--- config.mk ---
export PLATFORM = sky130hd
export DESIGN_NAME = thread_table_priority_picker
export DESIGN_NICKNAME = d
export VERILOG_FILES = /design/src/hw/rtl/ttpp_pkg.sv /design/src/hw/rtl/ttpp_ctrl.sv /design/src/hw/rtl/ttpp_dp.sv /design/src/hw/rtl/thread_table_priority_picker.sv
export VERILOG_INCLUDE_DIRS = /design/src /design/src/hw/rtl
export SDC_FILE = /design/constraint.sdc
export NUM_CORES = 2
export LEC_CHECK = 0
export ABC_AREA = 1
export BUFFER_PORTS_ARGS = -buffer_cell sky130_fd_sc_hd__clkbuf_2
export CORE_MARGIN = 2
export CORE_UTILIZATION = 25
export DETAILED_ROUTE_END_ITERATION = 12
export PLACE_DENSITY = 0.36
export SYNTH_ARGS = -nofsm -noshare
export SYNTH_HDL_FRONTEND = slang
export SYNTH_SLANG_ARGS = --single-unit
--- constraint.sdc ---
create_clock -name clk -period 10.17 [get_ports clk]
set_input_delay 2.034 -clock clk [delete_from_list [all_inputs] [get_ports clk]]
set_output_delay 2.034 -clock clk [all_outputs]
set_load 0.02 [all_outputs]
--- src/hw/rtl/assert_macros.svh ---
// assertion macros for the rtl file that checks itself
// no dependencies; NO_ASSERTIONS compiles the checks away
`ifndef ASSERT_MACROS_SVH
`define ASSERT_MACROS_SVH

`ifndef NO_ASSERTIONS

// expression must hold at every clock edge out of reset
`define ASSERT_ALWAYS(label, clock, resetn, expr) \
    label: assert property (@(posedge clock) disable iff (!(resetn)) (expr)) \
        else $error("assertion failed");

// consequent must hold in the cycle after the antecedent
`define ASSERT_NEXT(label, clock, resetn, ante, cons) \
    label: assert property (@(posedge clock) disable iff (!(resetn)) (ante) |=> (cons)) \
        else $error("assertion failed");

`else

`define ASSERT_ALWAYS(label, clock, resetn, expr)
`define ASSERT_NEXT(label, clock, resetn, ante, cons)

`endif

`endif

--- src/hw/rtl/ttpp_pkg.sv ---
// shared types and constants of the thread table priority picker
// no dependencies
package ttpp_pkg;

    localparam int CMD_W   = 3;
    localparam int ID_W    = 32;
    localparam int PRIO_W  = 8;
    localparam int STATE_W = 16;
    localparam int SUSP_W  = 32;
    localparam int CFG_IDX_W = 1;

    localparam logic [CMD_W-1:0] CMD_CREATE      = 3'd0;
    localparam logic [CMD_W-1:0] CMD_READ_STATE  = 3'd1;
    localparam logic [CMD_W-1:0] CMD_WRITE_STATE = 3'd2;
    localparam logic [CMD_W-1:0] CMD_WRITE_SUSP  = 3'd3;
    localparam logic [CMD_W-1:0] CMD_PICK        = 3'd4;

    localparam logic [CFG_IDX_W-1:0] CFG_READY_MASK   = 1'd0;
    localparam logic [CFG_IDX_W-1:0] CFG_RUNNING_MASK = 1'd1;

    localparam logic [STATE_W-1:0] READY_MASK_RST   = 16'd1;
    localparam logic [STATE_W-1:0] RUNNING_MASK_RST = 16'd2;

    // controller to datapath
    typedef struct packed {
        logic load;
        logic step;
        logic commit;
    } dp_cmd_t;

    // datapath to controller
    typedef struct packed {
        logic scan_last;
    } dp_status_t;

endpackage

--- src/hw/rtl/ttpp_ctrl.sv ---
// controller of the thread table priority picker: scan sequencing and handshakes
// depends on ttpp_pkg
module ttpp_ctrl
(
    input  logic                 clk,
    input  logic                 rst_n,
    input  logic                 in_valid,
    output logic                 in_ready,
    output logic                 out_valid,
    input  logic                 out_ready,
    input  ttpp_pkg::dp_status_t sts,
    output ttpp_pkg::dp_cmd_t    ctl
);

    localparam logic [1:0] ST_IDLE = 2'd0;
    localparam logic [1:0] ST_SCAN = 2'd1;
    localparam logic [1:0] ST_DONE = 2'd2;

    logic [1:0] state_reg;
    logic [1:0] state_next;
    logic       out_valid_reg;
    logic       out_valid_next;
    logic       out_free;

    assign in_ready  = (state_reg == ST_IDLE);
    assign out_valid = out_valid_reg;
    assign out_free  = !out_valid_reg || out_ready;

    always_comb
    begin
        state_next = state_reg;
        ctl        = '0;
        case (state_reg)
            ST_IDLE:
            begin
                if (in_valid)
                begin
                    ctl.load   = 1'b1;
                    state_next = ST_SCAN;
                end
            end
            ST_SCAN:
            begin
                ctl.step = 1'b1;
                if (sts.scan_last)
                begin
                    state_next = ST_DONE;
                end
            end
            ST_DONE:
            begin
                // hold the finished item until the output register is free
                if (out_free)
                begin
                    ctl.commit = 1'b1;
                    state_next = ST_IDLE;
                end
            end
            default:
            begin
                state_next = ST_IDLE;
            end
        endcase
    end

    always_comb
    begin
        out_valid_next = out_valid_reg;
        if (ctl.commit)
        begin
            out_valid_next = 1'b1;
        end
        else if (out_ready)
        begin
            out_valid_next = 1'b0;
        end
    end

    always_ff @(posedge clk or negedge rst_n)
    begin
        if (!rst_n)
        begin
            state_reg     <= ST_IDLE;
            out_valid_reg <= 1'b0;
        end
        else
        begin
            state_reg     <= state_next;
            out_valid_reg <= out_valid_next;
        end
    end

endmodule

--- src/hw/rtl/ttpp_dp.sv ---
// datapath of the thread table priority picker: slot table, scan unit, result register
// depends on ttpp_pkg
module ttpp_dp
#(
    parameter int MAX_THREADS  = 16,
    parameter int PRIORITY_MAX = 31
)
(
    input  logic                                 clk,
    input  logic                                 rst_n,
    input  ttpp_pkg::dp_cmd_t                    ctl,
    output ttpp_pkg::dp_status_t                 sts,
    input  logic                                 cfg_we,
    input  logic [ttpp_pkg::CFG_IDX_W-1:0]       cfg_index,
    input  logic [ttpp_pkg::STATE_W-1:0]         cfg_data,
    input  logic [ttpp_pkg::CMD_W-1:0]           cmd,
    input  logic [ttpp_pkg::ID_W-1:0]            thread_id,
    input  logic [ttpp_pkg::PRIO_W-1:0]          priority_req,
    input  logic [ttpp_pkg::STATE_W-1:0]         new_state,
    input  logic signed [ttpp_pkg::SUSP_W-1:0]   suspend_value,
    output logic                                 ok,
    output logic [ttpp_pkg::STATE_W-1:0]         state_value,
    output logic [ttpp_pkg::ID_W-1:0]            picked_thread
);

    localparam int IDX_W = (MAX_THREADS > 1) ? $clog2(MAX_THREADS) : 1;
    localparam logic [IDX_W-1:0] LAST_IDX = IDX_W'(MAX_THREADS - 1);
    localparam logic [ttpp_pkg::PRIO_W-1:0] BEST_INIT = ttpp_pkg::PRIO_W'(PRIORITY_MAX + 1);

    // slot table
    logic [MAX_THREADS-1:0]       used_reg;
    logic [ttpp_pkg::ID_W-1:0]    thread_reg [MAX_THREADS];
    logic [ttpp_pkg::STATE_W-1:0] tstate_reg [MAX_THREADS];
    logic [ttpp_pkg::PRIO_W-1:0]  tprio_reg  [MAX_THREADS];
    logic [ttpp_pkg::SUSP_W-1:0]  tsusp_reg  [MAX_THREADS];

    // configuration
    logic [ttpp_pkg::STATE_W-1:0] ready_mask_reg;
    logic [ttpp_pkg::STATE_W-1:0] running_mask_reg;

    // latched item
    logic [ttpp_pkg::CMD_W-1:0]   cmd_reg;
    logic [ttpp_pkg::ID_W-1:0]    id_reg;
    logic [ttpp_pkg::PRIO_W-1:0]  prio_reg;
    logic [ttpp_pkg::STATE_W-1:0] nstate_reg;
    logic [ttpp_pkg::SUSP_W-1:0]  susp_reg;

    // scan state
    logic [IDX_W-1:0]             idx_reg,        idx_next;
    logic                         found_reg,      found_next;
    logic [IDX_W-1:0]             found_idx_reg,  found_idx_next;
    logic [ttpp_pkg::STATE_W-1:0] found_st_reg,   found_st_next;
    logic                         free_vld_reg,   free_vld_next;
    logic [IDX_W-1:0]             free_idx_reg,   free_idx_next;
    logic [ttpp_pkg::PRIO_W-1:0]  best_prio_reg,  best_prio_next;
    logic [ttpp_pkg::ID_W-1:0]    best_id_reg,    best_id_next;

    // result register
    logic                         ok_reg,     ok_next;
    logic [ttpp_pkg::STATE_W-1:0] sv_reg,     sv_next;
    logic [ttpp_pkg::ID_W-1:0]    picked_reg, picked_next;

    // current slot under the scan
    logic                         rd_used;
    logic [ttpp_pkg::ID_W-1:0]    rd_thread;
    logic [ttpp_pkg::STATE_W-1:0] rd_state;
    logic [ttpp_pkg::PRIO_W-1:0]  rd_prio;
    logic [ttpp_pkg::SUSP_W-1:0]  rd_susp;
    logic                         hit;
    logic                         runnable;

    // commit decode
    logic                         id_nz;
    logic                         do_create;
    logic                         do_wstate;
    logic                         do_wsusp;

    assign rd_used   = used_reg[idx_reg];
    assign rd_thread = thread_reg[idx_reg];
    assign rd_state  = tstate_reg[idx_reg];
    assign rd_prio   = tprio_reg[idx_reg];
    assign rd_susp   = tsusp_reg[idx_reg];

    assign hit = rd_used && (rd_thread == id_reg);
    // ready or running, and signed suspend count not above zero
    assign runnable = rd_used
                   && ((rd_state & (ready_mask_reg | running_mask_reg)) != '0)
                   && ((rd_susp == '0) || rd_susp[ttpp_pkg::SUSP_W-1]);

    assign sts.scan_last = (idx_reg == LAST_IDX);

    assign id_nz     = (id_reg != '0);
    assign do_create = ctl.commit && (cmd_reg == ttpp_pkg::CMD_CREATE)
                    && id_nz && !found_reg && free_vld_reg;
    assign do_wstate = ctl.commit && (cmd_reg == ttpp_pkg::CMD_WRITE_STATE)
                    && id_nz && found_reg;
    assign do_wsusp  = ctl.commit && (cmd_reg == ttpp_pkg::CMD_WRITE_SUSP)
                    && id_nz && found_reg;

    always_comb
    begin
        idx_next       = idx_reg;
        found_next     = found_reg;
        found_idx_next = found_idx_reg;
        found_st_next  = found_st_reg;
        free_vld_next  = free_vld_reg;
        free_idx_next  = free_idx_reg;
        best_prio_next = best_prio_reg;
        best_id_next   = best_id_reg;
        if (ctl.load)
        begin
            idx_next       = '0;
            found_next     = 1'b0;
            free_vld_next  = 1'b0;
            best_prio_next = BEST_INIT;
            best_id_next   = '0;
        end
        else if (ctl.step)
        begin
            if (!sts.scan_last)
            begin
                idx_next = idx_reg + 1'b1;
            end
            if (hit && !found_reg)
            begin
                found_next     = 1'b1;
                found_idx_next = idx_reg;
                found_st_next  = rd_state;
            end
            if (!rd_used && !free_vld_reg)
            begin
                free_vld_next = 1'b1;
                free_idx_next = idx_reg;
            end
            // strict compare keeps the lowest slot on a tie
            if (runnable && (rd_prio < best_prio_reg))
            begin
                best_prio_next = rd_prio;
                best_id_next   = rd_thread;
            end
        end
    end

    always_comb
    begin
        ok_next     = ok_reg;
        sv_next     = sv_reg;
        picked_next = picked_reg;
        if (ctl.commit)
        begin
            ok_next     = do_create || do_wstate || do_wsusp;
            sv_next     = '0;
            picked_next = '0;
            case (cmd_reg)
                ttpp_pkg::CMD_READ_STATE:
                begin
                    if (id_nz && found_reg)
                    begin
                        sv_next = found_st_reg;
                    end
                end
                ttpp_pkg::CMD_PICK:
                begin
                    picked_next = best_id_reg;
                end
                default:
                begin
                    sv_next = '0;
                end
            endcase
        end
    end

    assign ok            = ok_reg;
    assign state_value   = sv_reg;
    assign picked_thread = picked_reg;

    always_ff @(posedge clk or negedge rst_n)
    begin
        if (!rst_n)
        begin
            used_reg         <= '0;
            ready_mask_reg   <= ttpp_pkg::READY_MASK_RST;
            running_mask_reg <= ttpp_pkg::RUNNING_MASK_RST;
            idx_reg          <= '0;
            found_reg        <= 1'b0;
            free_vld_reg     <= 1'b0;
        end
        else
        begin
            if (do_create)
            begin
                used_reg[free_idx_reg] <= 1'b1;
            end
            if (cfg_we)
            begin
                case (cfg_index)
                    ttpp_pkg::CFG_READY_MASK:   ready_mask_reg   <= cfg_data;
                    ttpp_pkg::CFG_RUNNING_MASK: running_mask_reg <= cfg_data;
                    default:                    ready_mask_reg   <= ready_mask_reg;
                endcase
            end
            idx_reg      <= idx_next;
            found_reg    <= found_next;
            free_vld_reg <= free_vld_next;
        end
    end

    always_ff @(posedge clk)
    begin
        if (ctl.load)
        begin
            cmd_reg    <= cmd;
            id_reg     <= thread_id;
            prio_reg   <= priority_req;
            nstate_reg <= new_state;
            susp_reg   <= suspend_value;
        end
        found_idx_reg <= found_idx_next;
        found_st_reg  <= found_st_next;
        free_idx_reg  <= free_idx_next;
        best_prio_reg <= best_prio_next;
        best_id_reg   <= best_id_next;
        ok_reg        <= ok_next;
        sv_reg        <= sv_next;
        picked_reg    <= picked_next;
        if (do_create)
        begin
            thread_reg[free_idx_reg] <= id_reg;
            tstate_reg[free_idx_reg] <= ready_mask_reg;
            tprio_reg[free_idx_reg]  <= prio_reg;
            tsusp_reg[free_idx_reg]  <= ttpp_pkg::SUSP_W'(1);
        end
        if (do_wstate)
        begin
            tstate_reg[found_idx_reg] <= nstate_reg;
        end
        if (do_wsusp)
        begin
            tsusp_reg[found_idx_reg] <= susp_reg;
        end
    end

endmodule

--- src/hw/rtl/thread_table_priority_picker.sv ---
// an accepted item is loaded, the table is scanned one slot per cycle, and the result is
// committed to the output register once that is free; no new item is taken before the commit
// the next item is taken while a finished result still waits in the output register
// reset: all slots free, ready_mask 1, running_mask 2; no clearing pass
// depends on ttpp_pkg, ttpp_ctrl, ttpp_dp, assert_macros.svh
`include "assert_macros.svh"

module thread_table_priority_picker
#(
    parameter int MAX_THREADS  = 16,
    parameter int PRIORITY_MAX = 31
)
(
    input  logic                                 clk,
    input  logic                                 rst_n,
    input  logic                                 cfg_valid,
    output logic                                 cfg_ready,
    input  logic [ttpp_pkg::CFG_IDX_W-1:0]       cfg_index,
    input  logic [ttpp_pkg::STATE_W-1:0]         cfg_data,
    input  logic                                 in_valid,
    output logic                                 in_ready,
    input  logic [ttpp_pkg::CMD_W-1:0]           cmd,
    input  logic [ttpp_pkg::ID_W-1:0]            thread_id,
    input  logic [ttpp_pkg::PRIO_W-1:0]          priority_req,
    input  logic [ttpp_pkg::STATE_W-1:0]         new_state,
    input  logic signed [ttpp_pkg::SUSP_W-1:0]   suspend_value,
    output logic                                 out_valid,
    input  logic                                 out_ready,
    output logic                                 ok,
    output logic [ttpp_pkg::STATE_W-1:0]         state_value,
    output logic [ttpp_pkg::ID_W-1:0]            picked_thread
);

    ttpp_pkg::dp_cmd_t    ctl;
    ttpp_pkg::dp_status_t sts;

    assign cfg_ready = 1'b1;

    ttpp_ctrl u_ctrl
    (
        .clk       (clk),
        .rst_n     (rst_n),
        .in_valid  (in_valid),
        .in_ready  (in_ready),
        .out_valid (out_valid),
        .out_ready (out_ready),
        .sts       (sts),
        .ctl       (ctl)
    );

    ttpp_dp
    #(
        .MAX_THREADS  (MAX_THREADS),
        .PRIORITY_MAX (PRIORITY_MAX)
    )
    u_dp
    (
        .clk           (clk),
        .rst_n         (rst_n),
        .ctl           (ctl),
        .sts           (sts),
        .cfg_we        (cfg_valid && cfg_ready),
        .cfg_index     (cfg_index),
        .cfg_data      (cfg_data),
        .cmd           (cmd),
        .thread_id     (thread_id),
        .priority_req  (priority_req),
        .new_state     (new_state),
        .suspend_value (suspend_value),
        .ok            (ok),
        .state_value   (state_value),
        .picked_thread (picked_thread)
    );

    // an accepted item blocks the input until it is committed to the output register
    `ASSERT_NEXT(a_busy_after_accept, clk, rst_n, in_valid && in_ready, !in_ready)
    // a committed item always shows up on the output
    `ASSERT_NEXT(a_commit_to_out, clk, rst_n, ctl.commit, out_valid)
    // each result carries at most one nonzero field
    `ASSERT_ALWAYS(a_one_field, clk, rst_n, !out_valid || $onehot0({ok, |state_value, |picked_thread}))

endmodule

======== After elaboration in Yosys (flattened, before gate mapping) ========
Memory sizes are Yosys's and may differ from the RTL's.
Cells that the tools add are included.
storage, ports and cells
  bits in registers ....................... 261
  bits in writable memories ............... 1408
  output and inout port bits .............. 52
  logic and storage cells ................. 130
  memories kept ........................... 4
cells by class
  add/subtract/negate cells ............... 1
  magnitude comparators ................... 4
  equal/unequal tests ..................... 12
  muxes and demuxes ....................... 36
  bitwise gates (word level) .............. 5
  reductions and logical operators ........ 47
memory list
  name             depth  width  read ports  clocked after memory_dff  wr ports  RTL line       source
  u_dp.thread_reg  16     32     1           0                         1         ttpp_dp.sv:32  logic [ttpp_pkg::ID_W-1:0] thread_reg [MAX_THREADS];
  u_dp.tsusp_reg   16     32     1           0                         1         ttpp_dp.sv:35  logic [ttpp_pkg::SUSP_W-1:0] tsusp_reg [MAX_THREADS];
  u_dp.tstate_reg  16     16     1           0                         1         ttpp_dp.sv:33  logic [ttpp_pkg::STATE_W-1:0] tstate_reg [MAX_THREADS];
  u_dp.tprio_reg   16     8      1           0                         1         ttpp_dp.sv:34  logic [ttpp_pkg::PRIO_W-1:0] tprio_reg [MAX_THREADS];
operator list
  kind                                                 number
  equality test 32 bit                                 1
  logical NOT 32 bit                                   1
  2-to-1 mux 32 bit                                    1
  OR 16 bit                                            2
  nonzero test 32 bit                                  1
  OR reduction 32 bit                                  1
  2-to-1 mux 1 bit                                     23
  2-to-1 mux 4 bit                                     5
  logical AND 1 bit                                    18
  AND 16 bit                                           1
  2-to-1 mux 16 bit                                    1
  nonzero test 16 bit                                  1
  OR reduction 16 bit                                  1
  AND reduction 2 bit                                  7
  < comparator 4 x 5 -> 1 bit, second input constant   2
  AND reduction 3 bit                                  3
  < comparator 8 bit                                   1
  nonzero test 2 bit                                   4
  equality test 3 x 2 -> 1 bit, second input constant  2
  2-to-1 mux 2 bit                                     3
  != test 2 bit, second input constant                 3
  case mux 2 bit (3 select lines)                      1
  adder 4 x 1 -> 4 bit, second input constant          1
  binary-select mux 1 bit (select 4 bit)               1
  13 further kinds                                     20

======== Longest topological paths before layout ========
  depth in word-level cells ............... 11
  mapped depth ............................ 29
  mapped depth without buffers ............ 20

======== By module ========
A second synthesis with hierarchy kept.
unflattened totals
  cell total of the unflattened synthesis .. 5173
  area, all modules ....................... 65037.4 µm²
modules (own cells, without submodules)
  module                        times used  cells an instance  area an instance (µm²)
  ttpp_dp                       1           5149               64872.2
  ttpp_ctrl                     1           22                 153.9
  thread_table_priority_picker  1           2                  11.3

======== Least setup slack after synthesis ========
No wires, ideal clock.
  path type ............................... input to register
  from .................................... input out_ready
  to ...................................... memory u_dp.tsusp_reg[4][0] (netlist name), enable pin
  arrival time ............................ 5.632 ns
  required time ........................... 9.749 ns
  slack ................................... 4.117 ns
  cell stages on the path ................. 11
  buffers on the path ..................... 1
  path through ............................ nor2_1 inv_1 nand2_1 inv_1 nand2_1 nor3_1 nand2_1 clkbuf_1 a21oi_1 nand3_1 nor2_1
RTL lines
  item         RTL line                            source
  from (decl)  thread_table_priority_picker.sv:28  input logic out_ready,
  to (decl)    ttpp_dp.sv:35

======== Final worst setup path ========
  from .................................... register u_dp.idx_reg[1]
  to ...................................... register u_dp.best_id_reg[4] (netlist name)
on the way
  elaborated cells on any way between the ends .. 15
  those cells by class .................... order compare: 1; mux: 2; bitwise: 1; reduce/logical: 7; memory: 4
RTL lines
  item                           RTL line        source
  from (decl)                    ttpp_dp.sv:49   logic [IDX_W-1:0] idx_reg, idx_next;
  from (signal assigned)         ttpp_dp.sv:203  idx_reg <= idx_next;
  memory read (16 x 8 bit)       -
  net u_dp.rd_prio (one bit)     ttpp_dp.sv:67   logic [ttpp_pkg::PRIO_W-1:0] rd_prio;
  < comparator 8 bit             ttpp_dp.sv:136  if (runnable && (rd_prio < best_prio_reg))
  logical AND 1 bit              ttpp_dp.sv:136
  AND reduction 2 bit (no line)  -
  to (signal assigned)           ttpp_dp.sv:223  best_id_reg <= best_id_next;
  to (decl)                      ttpp_dp.sv:56   logic [ttpp_pkg::ID_W-1:0] best_id_reg, best_id_next;
The timed path passes the listed nets, and every way through them passes these cells. The select of a mux whose other input is x is not followed.
A chain may end at the register's enable or synchronous reset.

==> out/qor.txt <==
WORST SETUP PATH
------------------------------------------------------------------------------------------
Startpoint types                                                                 flip-flop
FF-to-FF End                                                                  u_dp.best_id_reg[4]$_SDFFE_PP0P_
Worst setup path startpoint                                                   u_dp.idx_reg[1]$_DFFE_PN0P_
Category of the worst setup path capture point                                   flip-flop
Worst setup path class                                                        flip-flop to flip-flop
Required time worst endpoint                                                      10.93 ns
Worst EP arrival                                                                   6.58 ns
Reg2Reg Setup Slack                                                                4.34 ns
Critical Path Fanout Max                                                               123
Worst r2r path cells                                                                    19
Worst r2r src                                                                 u_dp.idx_reg[1]$_DFFE_PN0P_

LOGIC SYNTHESIS
------------------------------------------------------------------------------------------
Number of flip-flops and latches in the synthesized netlist                           1669
Most frequently used cell type in the post-synthesis netlist                  sky130_fd_sc_hd__edfxtp_1
Share of synthesized cell area in and, or, nand and nor gates                        0.142
Seq/Total Area, Yosys                                                                0.761
Count of warnings emitted by yosys                                                       0
Number of enable-type register cells in the synthesized netlist                       1572
Cell types with the highest counts after synthesis                            sky130_fd_sc_hd__edfxtp_1, sky130_fd_sc_hd__nor2_1, sky130_fd_sc_hd__nand2_1
Mapped Area                                                                     65000 um^2
Parity-gate share of the synthesized area counting xor and xnor cells              0.00175
FFs w/ async S/R, synth                                                             0.0342
Post-synthesis compound-gate area fraction                                          0.0525
Unique masters post-synth                                                               42
Synth top area cells                                                          sky130_fd_sc_hd__edfxtp_1, sky130_fd_sc_hd__nor2_1, sky130_fd_sc_hd__nand2_1
Share of synthesized cell area in full adder, half adder and majority cells        0.00154
Syn_area_per_cell                                                                12.6 um^2
Cell type with the largest total area after synthesis                         sky130_fd_sc_hd__edfxtp_1
Gate count after technology mapping                                                   5171
Multiplexer share of the synthesized area                                          0.00277
Net count of the mapped netlist                                                       5292
Dominant register cell in the synthesized netlist                             sky130_fd_sc_hd__edfxtp_1
Area share of the leading cell type in the synthesized netlist                       0.726
Main combinational cell family by area after synthesis                        simple AND/OR/NAND/NOR gates

RUN STATUS
------------------------------------------------------------------------------------------
Outcome                                                                          completed

PLACED DESIGN
------------------------------------------------------------------------------------------
Count of placed standard cells including taps                                         8592
Post-detailed-placement half-perimeter wirelength                                112000 um
Placed instance area                                                            70100 um^2
Placer congestion estimate                                                           0.732
Number of port buffers                                                                 163
Worst slack at placement                                                           4.06 ns

LAYOUT
------------------------------------------------------------------------------------------
Layout cells sized above 1                                                           0.122
Number of standard cells in the final layout excluding fillers                        8955
Area overhead of the layout relative to synthesis                                    17.4%
Nets                                                                                  5507
Cell area after layout                                                          76300 um^2

DIE
------------------------------------------------------------------------------------------
Initial Utilization                                                                  0.251
IO Pins                                                                                165
Die W                                                                               514 um
Die ar.                                                                        264000 um^2
Total core area                                                                259000 um^2
Core Rows                                                                              187
Die span in y                                                                       514 um

PWR
------------------------------------------------------------------------------------------
Largest vdd supply drop                                                           0.234 mV
Overall Power                                                                     19900 uW
Static leakage                                                                   0.0260 uW
Cell Pwr Density                                                               261 nW/um^2

CLOCKING
------------------------------------------------------------------------------------------
Clock tree from TritonCTS                                                            built
Htree depth                                                                              4
Clock network latency to the later pin of the worst-skew pair                      0.85 ns
Setup Buffers After CTS                                                                  0
Max clock buf depth                                                                      3
CTS-repair resized insts                                                                 0
Clock sinks                                                                           1669
Root buffer cell                                                              sky130_fd_sc_hd__clkbuf_16
Clock buffer count from CTS                                                            194
Cts-stage hold buffer count                                                              0
Reg clk slew, reported paths                                                       0.06 ns

ROUTE
------------------------------------------------------------------------------------------
Post-detailed-route count of antenna-violating nets                                      0
Routed vias                                                                          39300
Final wirelength                                                                 204000 um
Number of remaining DRC errors                                                           0
Average wire per cell in the routed design                                         22.7 um
DRT iter0 DRCs                                                                        3238
Detailed-routing iteration count for the pre-antenna-repair pass                         5
Ratio of routed vias to standard cells                                                4.39

GRT
------------------------------------------------------------------------------------------
Overall fraction of global-route tracks in use                                       0.152
Number of global-route vias before repair                                            38800
Sum of overflow across all layers after global routing                                   0
Pin count of the biggest net entering global routing                                   181
Antenna violations before repair                                                        19
Wire length of the first global-routing pass                                     291000 um

TIMING
------------------------------------------------------------------------------------------
Total negative slack                                                                  0 ns
Hold Violations, Final                                                                   0
Final Max Slew Viols                                                                     0
Maximum clock skew at final layout                                               0.0621 ns
Upper clock frequency limit                                                        172 MHz
Final min period                                                                   5.83 ns
RSZ-0062 raised after global routing                                                 false
Slew HR                                                                              0.238
Worst-margin pin slew                                                              1.14 ns
Period Utilization, post-route                                                       0.573
Crit path setup slack, layout                                                      4.34 ns
Endpoints failing setup                                                                  0

MIN PATH
------------------------------------------------------------------------------------------
Hold Path Cell Cnt                                                                       2
Worst hold path startpoint                                                    u_dp.used_reg[13]$_DFFE_PN0N_
Hold EP                                                                       u_dp.used_reg[13]$_DFFE_PN0N_
Class of the worst hold path                                                  flip-flop to flip-flop

FLOW RUN
------------------------------------------------------------------------------------------
Number of violations of the max-capacitance limit                                        0

-- logic make-up (layout without fill, tap and decap cells) --
family / Yosys count / in the layout
other: 1 / 7
multiplexers: 16 / 16
flip-flops: 1669 / 1669
adder cells (fa/ha/maj): 8 / 8
AND/OR/NAND/NOR: 2249 / 2249
AO/OA/AOI/OAI: 622 / 622
XOR/XNOR: 13 / 13
buffers and inverters: 593 / 969
-- per-layer routing --
layer,up-vias,GRT usage,part of all wire
li1,18400,-,-
met1,19800,0.223,0.49
met2,894,0.232,0.44
met3,256,0.0253,0.045
met4,10,0.0364,0.020
met5,-,0,0.00027
-- stage by stage --
step,util,hold WS [ns]
after global placement,0.271,0.437
after detailed placement,0.271,0.446
after floorplan,-,0.427
after global routing,0.294,0.472
after CTS,0.294,0.460
final,0.294,0.457
-- cells in the final DEF (no fill, tap or decap), types with 51 or more instances in the layout --
master                      Yosys  final
sky130_fd_sc_hd__clkbuf_1     102     59
sky130_fd_sc_hd__o211ai_1      51     51
sky130_fd_sc_hd__buf_4         20     92
sky130_fd_sc_hd__nand2_1      913    909
sky130_fd_sc_hd__clkbuf_2       0    162
sky130_fd_sc_hd__edfxtp_1    1572   1572
sky130_fd_sc_hd__inv_1        348    344
sky130_fd_sc_hd__nand3_1      187    187
sky130_fd_sc_hd__nor2_1       937    857
sky130_fd_sc_hd__o21ai_0      423    423
sky130_fd_sc_hd__o22ai_1       80     80
sky130_fd_sc_hd__nand3b_1      67     67
sky130_fd_sc_hd__dfrtp_1       55     52
sky130_fd_sc_hd__clkbuf_16      0    197
-- where the power goes --
part	switching (uW)	internal (uW)
clock network	2930	3840
registers	305	7810
logic	3780	1280
-- layout make-up --
class / count / area [um^2]
fillers: 26400 / 183000
flip-flops and latches: 1669 / 49400
multi-input cells: 2909 / 13500
clock buffers: 264 / 5260
well taps: 3402 / 4260
repair buffers: 260 / 1610
inverters: 352 / 1350
clock inverters: 93 / 888
diodes: 6 / 15.0
-- worst max path at each step --
stage / end / slack, ns
after global routing: u_dp.best_id_reg[19]$_SDFFE_PP0P_ / 3.91
after global placement: u_dp.tsusp_reg[2][17]$_DFFE_PP_ / 4.08
after CTS: u_dp.best_id_reg[4]$_SDFFE_PP0P_ / 4.35
after floorplan: u_dp.tsusp_reg[4][0]$_DFFE_PP_ / 4.12
final: u_dp.best_id_reg[4]$_SDFFE_PP0P_ / 4.34
after detailed placement: u_dp.tsusp_reg[3][19]$_DFFE_PP_ / 4.06
-- worst max-delay path: stages (launching register included) --
cell                       delay [ns]
sky130_fd_sc_hd__dfrtp_4         0.77
sky130_fd_sc_hd__inv_8           0.60
sky130_fd_sc_hd__buf_12          0.61
sky130_fd_sc_hd__o21ai_0         0.20
sky130_fd_sc_hd__o22ai_1         0.15
sky130_fd_sc_hd__nand2_1         0.09
sky130_fd_sc_hd__o221ai_1        0.10
sky130_fd_sc_hd__nand2_1         0.09
sky130_fd_sc_hd__and3_1          0.25
sky130_fd_sc_hd__inv_1           0.09
sky130_fd_sc_hd__ha_1            0.23
sky130_fd_sc_hd__nand2_1         0.06
sky130_fd_sc_hd__inv_1           0.04
sky130_fd_sc_hd__nand2_1         0.05
sky130_fd_sc_hd__nand2_1         0.06
sky130_fd_sc_hd__nand2_2         0.66
sky130_fd_sc_hd__nand3_1         0.29
sky130_fd_sc_hd__nor2_4          0.88
sky130_fd_sc_hd__nor2_1          0.08
sky130_fd_sc_hd__nor2_1          0.14
No activity file was read; power rests on OpenSTA's default activity.
